--- config.mk ---
export PLATFORM = sky130hd
export DESIGN_NAME = ffa_ctrl
export DESIGN_NICKNAME = d
export VERILOG_FILES = /design/src/rtl/ffa_pkg.sv /design/src/rtl/ffa_ctrl.sv
export SDC_FILE = /design/constraint.sdc
export NUM_CORES = 1
export LEC_CHECK = 0
export BUFFER_PORTS_ARGS = -buffer_cell sky130_fd_sc_hd__buf_2
export CAP_MARGIN = 30
export CORE_ASPECT_RATIO = 0.9
export CORE_MARGIN = 1
export CORE_UTILIZATION = 40
export CTS_BUF_LIST = sky130_fd_sc_hd__clkbuf_16
export CTS_CLUSTER_DIAMETER = 150
export DETAILED_ROUTE_END_ITERATION = 8
export SETUP_SLACK_MARGIN = 0.2
export SYNTH_ARGS = -nofsm -noshare
export SYNTH_HDL_FRONTEND = slang
export SYNTH_SLANG_ARGS = --single-unit
export TNS_END_PERCENT = 10
--- constraint.sdc ---
create_clock -name clk -period 4.75 [get_ports clk]
set_clock_uncertainty 0.15 [all_clocks]
set_input_delay 0.2375 -clock clk [delete_from_list [all_inputs] [get_ports clk]]
set_output_delay 0.2375 -clock clk [all_outputs]
set_load 0.05 [all_outputs]
--- src/rtl/ffa_pkg.sv ---
package ffa_pkg;
    localparam int MEM_BYTES_DEF = 1024;
    localparam int LEN_W = 17;

    typedef enum logic [1:0] {
        ST_OK = 2'd0, ST_NOFIT = 2'd1, ST_NOTFOUND = 2'd2, ST_BADSIZE = 2'd3
    } status_t;

    localparam logic OP_ALLOC = 1'b0;
    localparam logic OP_FREE  = 1'b1;

    typedef struct packed {
        logic        operation;
        logic [10:0] request_size;
        logic [9:0]  block_address;
    } cmd_t;

    typedef struct packed {
        logic [9:0] result_address;
        status_t    result_status;
    } rsp_t;

    // One table entry: start flag, allocated flag, length.
    typedef struct packed {
        logic             start;
        logic             alloc;
        logic [LEN_W-1:0] len;
    } entry_t;
endpackage

--- src/rtl/ffa_ctrl.sv ---
module ffa_ctrl #(
    parameter int MEM_BYTES = ffa_pkg::MEM_BYTES_DEF,
    parameter int AW = $clog2(MEM_BYTES)
) (
    input  logic                clk,
    input  logic                rst_n,
    input  logic                start,
    input  ffa_pkg::cmd_t       cmd,
    output logic                busy,
    output logic                done,
    output ffa_pkg::rsp_t       rsp,
    output logic                we,
    output logic [AW-1:0]       waddr,
    output ffa_pkg::entry_t     wdata,
    output logic [AW-1:0]       raddr,
    input  ffa_pkg::entry_t     rdata
);
    import ffa_pkg::*;

    typedef enum logic [10:0] {
        S_CLEAR = 11'b00000000001,
        S_IDLE  = 11'b00000000010,
        S_RD    = 11'b00000000100,
        S_CHK   = 11'b00000001000,
        S_SPLIT = 11'b00000010000,
        S_FMARK = 11'b00000100000,
        S_NXT   = 11'b00001000000,
        S_FNXT  = 11'b00010000000,
        S_PREV  = 11'b00100000000,
        S_FPRV  = 11'b01000000000,
        S_RESP  = 11'b10000000000
    } state_t;

    localparam logic [LEN_W-1:0] FULL = LEN_W'(MEM_BYTES);

    state_t           state_reg, state_next;
    logic [AW:0]      clr_reg, clr_next;
    logic             op_reg, op_next;
    logic [LEN_W-1:0] size_reg, size_next;
    logic [LEN_W-1:0] target_reg, target_next;
    logic [LEN_W-1:0] a_reg, a_next;
    logic [LEN_W-1:0] prev_reg, prev_next;
    logic             hprev_reg, hprev_next;
    logic [LEN_W-1:0] len_reg, len_next;
    logic             palloc_reg, palloc_next;
    rsp_t             rsp_reg, rsp_next;
    logic [LEN_W-1:0] nxt;

    assign busy = (state_reg != S_IDLE);
    assign done = (state_reg == S_RESP);
    assign rsp  = rsp_reg;
    assign nxt  = a_reg + len_reg;

    always_comb
    begin
        state_next  = state_reg;
        clr_next    = clr_reg;
        op_next     = op_reg;
        size_next   = size_reg;
        target_next = target_reg;
        a_next      = a_reg;
        prev_next   = prev_reg;
        hprev_next  = hprev_reg;
        len_next    = len_reg;
        palloc_next = palloc_reg;
        rsp_next    = rsp_reg;
        we          = 1'b0;
        waddr       = a_reg[AW-1:0];
        wdata       = '0;
        raddr       = a_reg[AW-1:0];
        case (state_reg)
            S_CLEAR:
            begin
                we    = 1'b1;
                waddr = clr_reg[AW-1:0];
                wdata = (clr_reg == '0) ? entry_t'{1'b1, 1'b0, FULL} : entry_t'('0);
                clr_next = clr_reg + 1'b1;
                if (clr_reg == (AW+1)'(MEM_BYTES - 1))
                begin
                    state_next = S_IDLE;
                end
            end
            S_IDLE:
            begin
                if (start)
                begin
                    op_next     = cmd.operation;
                    size_next   = LEN_W'(cmd.request_size);
                    target_next = LEN_W'(cmd.block_address);
                    a_next      = '0;
                    hprev_next  = 1'b0;
                    if (cmd.operation == OP_ALLOC && cmd.request_size == '0)
                    begin
                        rsp_next   = '{10'd0, ST_BADSIZE};
                        state_next = S_RESP;
                    end
                    else
                    begin
                        state_next = S_RD;
                    end
                end
            end
            S_RD:
            begin
                if (op_reg == OP_FREE && (a_reg >= FULL || a_reg >= target_reg))
                begin
                    if (a_reg != target_reg || a_reg >= FULL)
                    begin
                        rsp_next   = '{10'd0, ST_NOTFOUND};
                        state_next = S_RESP;
                    end
                    else
                    begin
                        state_next = S_CHK;
                    end
                end
                else if (a_reg >= FULL)
                begin
                    rsp_next   = '{10'd0, ST_NOFIT};
                    state_next = S_RESP;
                end
                else
                begin
                    state_next = S_CHK;
                end
            end
            S_CHK:
            begin
                len_next = rdata.len;
                if (op_reg == OP_ALLOC)
                begin
                    if (!rdata.start || rdata.len == '0)
                    begin
                        rsp_next   = '{10'd0, ST_NOFIT};
                        state_next = S_RESP;
                    end
                    else if (!rdata.alloc && rdata.len >= size_reg)
                    begin
                        we    = 1'b1;
                        wdata = '{1'b1, 1'b1, size_reg};
                        rsp_next = '{a_reg[9:0], ST_OK};
                        state_next = (rdata.len > size_reg) ? S_SPLIT : S_RESP;
                    end
                    else
                    begin
                        a_next     = a_reg + rdata.len;
                        state_next = S_RD;
                    end
                end
                else if (a_reg == target_reg)
                begin
                    if (!rdata.start)
                    begin
                        rsp_next   = '{10'd0, ST_NOTFOUND};
                        state_next = S_RESP;
                    end
                    else
                    begin
                        state_next = S_FMARK;
                    end
                end
                else if (!rdata.start || rdata.len == '0)
                begin
                    rsp_next   = '{10'd0, ST_NOTFOUND};
                    state_next = S_RESP;
                end
                else
                begin
                    prev_next   = a_reg;
                    palloc_next = rdata.alloc;
                    hprev_next  = 1'b1;
                    a_next      = a_reg + rdata.len;
                    state_next  = S_RD;
                end
            end
            S_SPLIT:
            begin
                we    = 1'b1;
                waddr = AW'(a_reg + size_reg);
                wdata = '{1'b1, 1'b0, len_reg - size_reg};
                state_next = S_RESP;
            end
            S_FMARK:
            begin
                we    = 1'b1;
                wdata = '{1'b1, 1'b0, len_reg};
                raddr = nxt[AW-1:0];
                state_next = (nxt < FULL) ? S_NXT : S_PREV;
            end
            S_NXT:
            begin
                if (rdata.start && !rdata.alloc)
                begin
                    len_next = len_reg + rdata.len;
                    we       = 1'b1;
                    waddr    = nxt[AW-1:0];
                    wdata    = '0;
                    state_next = S_FNXT;
                end
                else
                begin
                    state_next = S_PREV;
                end
            end
            S_FNXT:
            begin
                we    = 1'b1;
                wdata = '{1'b1, 1'b0, len_reg};
                state_next = S_PREV;
            end
            S_PREV:
            begin
                raddr = prev_reg[AW-1:0];
                rsp_next = '{10'd0, ST_OK};
                state_next = (hprev_reg && !palloc_reg) ? S_FPRV : S_RESP;
            end
            S_FPRV:
            begin
                // The freed entry itself is cleared in the response cycle.
                we    = 1'b1;
                waddr = prev_reg[AW-1:0];
                wdata = '{1'b1, 1'b0, rdata.len + len_reg};
                state_next = S_RESP;
            end
            S_RESP:
            begin
                state_next = S_IDLE;
                if (op_reg == OP_FREE && hprev_reg && !palloc_reg
                    && rsp_reg.result_status == ST_OK)
                begin
                    we    = 1'b1;
                    waddr = a_reg[AW-1:0];
                    wdata = '0;
                end
            end
            default:
            begin
                state_next = S_IDLE;
            end
        endcase
    end

    always_ff @(posedge clk or negedge rst_n)
    begin
        if (!rst_n)
        begin
            state_reg <= S_CLEAR;
            clr_reg   <= '0;
        end
        else
        begin
            state_reg <= state_next;
            clr_reg   <= clr_next;
        end
    end

    always_ff @(posedge clk)
    begin
        op_reg     <= op_next;
        size_reg   <= size_next;
        target_reg <= target_next;
        a_reg      <= a_next;
        prev_reg   <= prev_next;
        hprev_reg  <= hprev_next;
        len_reg    <= len_next;
        palloc_reg <= palloc_next;
        rsp_reg    <= rsp_next;
    end
endmodule

## Word-level counts from Yosys, hierarchy flattened

Index checks and enable logic that the tools add are counted.

| word-level totals | value |
|---|---|
| flip-flop bits (word level) | 102 |
| bits in latches | 0 |
| bits in writable memories | 0 |
| ROM bits | 0 |
| input port bits | 44 |
| memories | 0 |

| operators by class | value |
|---|---|
| add/sub/neg operators | 6 |
| $mul | 0 |
| divide/modulo/power cells | 0 |
| $lt $le $gt $ge | 5 |
| equality and inequality tests | 31 |
| shift operators | 0 |
| multiplexer cells | 57 |
| bitwise gates (word level) | 3 |
| reduce and logical (&&, ||, !) cells | 31 |

Operators by type and width:

| kind | count |
|---|---|
| $mux 11 | 14 |
| $mux 12 | 11 |
| $mux 17 | 7 |
| $pmux 11 s9 | 1 |
| $pmux 19 s5 | 1 |
| $mux 19 | 4 |
| $pmux 17 s2 | 2 |
| $add 17x17->17 | 3 |
| $pmux 12 s4 | 1 |
| $pmux 10 s4 | 1 |
| $eq 11x10->1 const B | 2 |
| $logic_not 11->1 | 2 |
| $pmux 10 s2 | 1 |
| $mux 9 | 2 |
| $ne 3x3->1 const B | 6 |
| $eq 17x10->1 | 1 |
| $ge 17x10->1 | 1 |
| $ge 17x11->1 | 1 |
| $ge 17x11->1 const B | 1 |
| $gt 17x11->1 | 1 |
| $logic_not 17->1 | 1 |
| $lt 17x11->1 const B | 1 |
| $ne 17x10->1 | 1 |
| $sub 17x11->17 | 1 |
| other kinds (33) | 66 |

## Longest topological paths before layout

Gate-level depths: netlist of the first run.

| logic depth | value |
|---|---|
| word-level depth | 6 |
| depth in mapped cells | 13 |

## Worst setup path after synthesis of the first run

Ideal clock, no wire load.

| path | value |
|---|---|
| path type | flip-flop to output port |
| start point | register len_reg[0] |
| end point | output port wdata[8] (netlist name) |
| data arrival time | 3.130 ns |
| path slack | 1.233 ns |
| cell stages (with the launch flop) | 10 |
| buffers on the path | 0 |
| path through | edfxtp_1 ha_1 fa_1 a211o_1 a21oi_1 o21ai_0 a21o_1 a21oi_1 xor2_1 o21ai_0 |

RTL lines:

| what | line | RTL |
|---|---|---|
| start: declaration | ffa_ctrl.sv:44 | `logic [LEN_W-1:0] len_reg, len_next;` |
| start signal: assignment | ffa_ctrl.sv:265 | `len_reg <= len_next;` |
| end: declaration | ffa_ctrl.sv:14 | `output ffa_pkg::entry_t wdata,` |

==> metrics.md, run 1 <==
| Metric | Value |
|---|---|
| Status | finished clean |
| Distinct cells, synth | 80 |
| Hold/Removal Path Class | in2reg |
| Global routing met3 resource utilization | 3.412% |
| First-pass GRT wire length | 40090 um |
| Post-route DRC | 0 |
| Start point of the critical path | len_reg[0] |
| Synth area leaders | edfxtp_1 28%, ha_1 13%, dfrtp_1 6.1% |
| Die height | 141 um |
| CTS buffer count | 9 |
| Slowest cell on crit path | edfxtp_1 |
| Worst-path clk slew | 0.08 ns |
| Flop pwr share | 34.7% |
| Effective utilization at floorplan | 41.10% |
| Critical path class | reg2out |
| Critical R2R Launch | a_reg[7] |
| RSZ-0062 raised after global routing | false |
| GP Congestion | 0.8783 |
| Area Growth Syn to Fin | 16.09% |
| Synth Warn # | 0 |
| Vias in the first global route | 7044 |
| Clock latency on the worst-skew pair | 0.37 ns |
| Root buf cell | clkbuf_16 |
| Final Hold Viols | 0 |
| Sw Share | 43.12% |
| CP max FO | 4 |
| Crit path cell chain | ha_1 -> fa_1 -> a211o_1 -> a211oi_1 -> a2bb2oi_1 -> a21oi_1 -> a41o_1 -> a211oi_1 -> a21oi_1 -> a31o_2 -> nand3_1 -> buf_2 |
| Most frequent cells in the layout | 97 x buf_2, 91 x ha_1, 88 x nand2_1 |
| Seq/Total Area, Yosys | 34.40% |
| H-tree levels | 3 |
| DR WL/cell | 19.47 um |
| Internal power | 2.082 mW |
| Clk buf depth | 2 |
| Die W | 156.4 um |
| Fin. max-slew vios | 0 |
| Via density per instance | 5.758 |
| Fin crit share | 83.83% |
| WP data required | 4.36 ns |
| Max IR drop VDD | 0.1851 mV |
| Detail Route Antenna Nets | 0 |
| Synthesized area | 8587 um2 |
| Total power | 3.661 mW |
| Clk pwr share | 21.8% |
| Row cnt | 50 |
| Met2 Usage GRT | 35.86% |
| Slew @ Worst Pin | 1.084 ns |
| Routing usage on met1 | 36.30% |
| Storage cell area | 2954 um2 |
| Setup Viol. Count Final | 0 |
| Min cycle time layout | 3.982 ns |
| Final nets | 1182 |
| Slowest stage delay, CP | 0.45 ns |
| 1st-iter DRT viols | 751 |
| Commonest non-fill, non-tap cell in the layout | buf_2 |
| WP data arrival | 3.59 ns |
| Top_reg_cell synth | edfxtp_1 |
| Pleak | 4.343 nW |
| # clock sinks | 102 |
| EDFF count, synth | 80 |
| Flops & latches, synth | 102 |
| Global route hottest layer | met1 |
| Final WL | 25960 um |
| Post-synth top area cell | edfxtp_1 |
| Share of layout cells above drive strength 1 | 14.71% |
| GRT overflow | 0 |
| F_max | 251.1 MHz |
| CP Launch Type | flop |
| Largest net degree at the start of global routing | 24 |
| Slew HR | 27.40% |
| Fill cells | 2055 |
| Number of max-cap violations | 0 |
| Setup tns final | 0 ns |
| Fin Hold WS | 0.009183 ns |
| All-Layer GR Usage | 24.00% |
| Crit. End Element | primary output |
| IO Pins | 98 |
| Die Area | 22060 um2 |
| Critical hold path startpoint | rdata[17] |
| Power Density | 367.3 nW/um2 |
| Post-CTS setup buffer count | 0 |
| Multi-input logic area | 5376 um2 |
| Synth Instances | 922 |
| Antenna violations before repair | 1 |
| Ys async rst share | 21.57% |
| CTS tree | done |
| CORE AREA | 20900 um2 |
| Post-synth top area share | 27.98% |
| Drt pass-1 iters | 7 |
| Diodes inserted | 0 |
| # port buffers | 97 |
| Synth Area per Inst | 9.313 um2 |
| Sw Pwr | 1.579 mW |
| Vias | 7675 |
| Combinational power share | 43.5% |
| Syn nets | 1062 |
| Final HPWL DP | 20440 um |
final cells by class:
cell class | instances | area share, %
Tap cell | 286 | 3.590
Inverter | 44 | 1.657
Timing Repair Buffer | 131 | 8.008
Clock buffer | 9 | 2.259
Multi-Input combinational cell | 754 | 53.94
Clock inverter | 7 | 0.9163
Sequential cell | 102 | 29.63
power groups by stage:
stage / registers (mW) / logic [mW] / clock network, mW
floorplan: 1.34 / 1.09 / 0
global placement: 1.29 / 1.56 / 0
detailed placement: 1.29 / 1.56 / 0
CTS: 1.27 / 1.58 / 0.808
global route: 1.28 / 1.75 / 0.840
finish: 1.27 / 1.59 / 0.798
critical path: cells and delay by family, from the launching register on:
| kind | cells | cell delay (ns) |
|---|---|---|
| compound gates | 8 | 1.76 |
| fa+ha+maj | 2 | 0.68 |
| buf+inv | 1 | 0.26 |
| flops | 1 | 0.45 |
| simple gates | 1 | 0.08 |
cells in the mapped netlist, drive strengths merged (16+ instances only):
| master | instances |
|---|---|
| ha | 91 |
| nand2 | 89 |
| edfxtp | 80 |
| nor2 | 66 |
| o21ai | 61 |
| a21oi | 52 |
| inv | 42 |
| xnor2 | 41 |
| a21o | 29 |
| nor3 | 28 |
| nand3 | 24 |
| nor2b | 22 |
| xor2 | 22 |
| dfrtp | 21 |
| nor4 | 18 |
| nand2b | 16 |
routing by layer:
metal  share of wire [%]  routed length [um]  vias to the layer above
met5               0.031                   8                        -
met4                 1.2                 303                        2
met3                 8.1                2114                       21
met2                  43               11120                      299
met1                  48               12410                     3625
li1                    -                   -                     3728
final timing paths:
path                           endpoint  slack, ns  depth (start not counted)
setup / recovery              wdata[16]       0.77                         12
hold / removal               palloc_reg      0.009                          1
setup reg to reg                rsp[11]       1.31                          8
hold reg to reg             clr_reg[10]       0.36                          1
max in group asynchronous  state_reg[0]       3.86                          2
min in group asynchronous  state_reg[2]       0.22                          2
kinds of logic after synthesis:
group | share of synthesized area, %
AO/OA/AOI/OAI | 21.81
XOR/XNOR | 6.426
multiplexers | 0.6120
adder cells (fa/ha/maj) | 14.43
buffers and inverters | 3.118
AND/OR/NAND/NOR | 19.20
flip-flops | 34.40
per-stage QoR:
stage               utilization, %  setup WS [ns]  area [um2]  cells
global route                 47.71         0.4572        9968   1333
CTS                          47.66         0.7576        9958   1332
detailed placement           45.09          1.157        9422   1294
finish                       47.71         0.7678        9968   1333
floorplan                        -          1.233        8587    922
global placement             45.09          1.201        9422   1294
repair_timing:
action	CTS	global route
endpoints found under the hold margin	42	1
hold buffers	22	1
resized for setup	0	0
No activity file was read; power rests on OpenSTA's default activity.
==> run 2: changes to the inputs <==
- clock period: 4.75 -> 3.44 ns (I/O delays scaled with it)
==> run 2 against run 1 <==
Effect of this change: the run now ends with negative setup slack left; cell count grew 3.9%; critical endpoint is now wdata[13]; critical path depth is the same; largest cell class unchanged; worst hold slack gained 0.0063 ns; highest routed layer is now met4; critical path type unchanged; register-to-register slack lost 1.3 ns; die area is the same; core utilization grew 4.0 points.
==> metrics.md, run 2 (same netlist as run 1, synthesis figures left out) <==
| Metric | Value |
|---|---|
| Slew HR | 57.11% |
| First-pass GRT wire length | 42280 um |
| Global route hottest layer | met1 |
| Max IR drop VDD | 0.2582 mV |
| Die W | 156.4 um |
| # clock sinks | 102 |
| Row cnt | 50 |
| Status | finished with violations |
| CP Launch Type | flop |
| Non-Filler Instances | 1385 |
| Clock latency on the worst-skew pair | 0.37 ns |
| Die Area | 22060 um2 |
| Fin crit share | 106.8% |
| Via density per instance | 5.695 |
| WP data arrival | 3.35 ns |
| Crit. End Element | primary output |
| Share of layout cells above drive strength 1 | 23.29% |
| Most frequent cells in the layout | 86 x ha_1, 85 x nand2_1, 80 x edfxtp_1 |
| RSZ-0062 raised after global routing | true |
| Vias in the first global route | 7292 |
| Detail Route Antenna Nets | 0 |
| Critical path class | reg2out |
| Largest net degree at the start of global routing | 23 |
| CP max FO | 4 |
| Drt pass-1 iters | 6 |
| 1st-iter DRT viols | 760 |
| F_max | 272.3 MHz |
| Global routing met3 resource utilization | 4.273% |
| Fin. max-slew vios | 0 |
| Number of max-cap violations | 0 |
| GRT overflow | 0 |
| CTS tree | done |
| Power Density | 492.1 nW/um2 |
| All-Layer GR Usage | 25.70% |
| Final WL | 27920 um |
| Area Growth Syn to Fin | 25.78% |
| Effective utilization at floorplan | 41.10% |
| Slowest stage delay, CP | 0.45 ns |
| Slew @ Worst Pin | 0.6385 ns |
| Post-route DRC | 0 |
| DP Cell Count | 1327 |
| Violated checks | negative setup slack |
| Final nets | 1234 |
| # port buffers | 97 |
| Met2 Usage GRT | 37.08% |
| Slowest cell on crit path | edfxtp_1 |
| Final HPWL DP | 21530 um |
| Min cycle time layout | 3.672 ns |
| Clk buf depth | 2 |
| Routing usage on met1 | 38.58% |
| Setup Viol. Count Final | 9 |
| Crit path cell chain | inv_1 -> ha_1 -> o21a_1 -> o31a_1 -> o41a_1 -> a311oi_2 -> nor2b_1 -> o21ai_2 -> nand2b_1 -> a21o_1 -> a211o_1 -> buf_6 |
| IO Pins | 98 |
| Setup WS post-layout | -0.2324 ns |
| Vias | 7888 |
| Setup tns final | -0.9389 ns |
| GP Congestion | 0.9104 |
| DR WL/cell | 20.16 um |
| Die height | 141 um |
| Diodes inserted | 0 |
| Final Hold Viols | 0 |
| Pleak | 4.663 nW |
| Hold/Removal Path Class | in2reg |
| Commonest non-fill, non-tap cell in the layout | ha_1 |
| CTS buffer count | 9 |
| Worst-path clk slew | 0.08 ns |
| CORE AREA | 20900 um2 |
| Antenna violations before repair | 0 |
| WP data required | 3.12 ns |
| Root buf cell | clkbuf_16 |
| H-tree levels | 3 |
-- run 2: changes by cell type in the layout (fill, tap and decap cells not counted), sizes merged --
cell / delta
inv: -2
clkinv: +2
dlygate4sd3: +2
clkbuf: +1
buf: +49
-- run 2: what timing repair did --
action,4_1_cts,5_1_grt
endpoints found under the hold margin,46,0
pin swaps,25,22
endpoints found under the setup margin,29,71
gates resized for setup,67,51
buffers inserted,6,11
hold buffers,25,0
-- run 2: layer usage --
| metal | vias up | wire [um] |
|---|---|---|
| met5 | - | 0 |
| met4 | 0 | 657 |
| li1 | 3837 | - |
| met2 | 302 | 11810 |
| met1 | 3718 | 13120 |
| met3 | 31 | 2334 |
-- run 2: worst paths after layout --
kind | from | endpoint | slack, ns | depth (start not counted)
setup / recovery | size_reg[3] | wdata[13] | -0.23 | 12
hold / removal | rdata[15] | len_reg[15] | 0.02 | 3
setup reg to reg | len_reg[0] | state_reg[8] | 0.06 | 13
hold reg to reg | clr_reg[10] | clr_reg[10] | 0.38 | 1
max in group asynchronous | rst_n | state_reg[2] | 2.62 | 2
min in group asynchronous | rst_n | state_reg[10] | 0.15 | 2
-- run 2: through the flow --
step	utilization, %	cell area (um2)	power [mW]	hold slack (ns)	worst slack (ns)
global placement	46.34	9682	4.036	0.02850	0.05539
global route	51.69	10800	5.611	0.04782	-0.2623
detailed placement	46.34	9682	4.044	0.02280	0.07653
finish	51.69	10800	5.314	0.01547	-0.2324
floorplan	-	8600	3.369	-0.2736	-0.01174
CTS	50.37	10530	5.236	0.01370	-0.1824
-- run 2: final cells by class --
cell class,count,area [um2]
clock buffers,9,225.2
clock inverters,7,91.34
fillers,1926,10090
inverters,44,165.2
multi-input cells,754,5668
flip-flops and latches,102,2955
well taps,286,357.8
repair buffers,183,1338
-- run 2: worst max-delay path, delay by kind of cell, from the launching register on --
family	cells	cell delay [ns]
AND/OR/NAND/NOR	2	0.21
adder cells (fa/ha/maj)	1	0.37
flip-flops	1	0.45
buffers and inverters	2	0.30
AO/OA/AOI/OAI	7	1.66
-- run 2: report_power, final --
part           internal, mW  switching, mW
Sequential             1.55          0.175
Combinational         0.945           1.54
Clock                 0.526          0.572
Total                  3.02           2.29
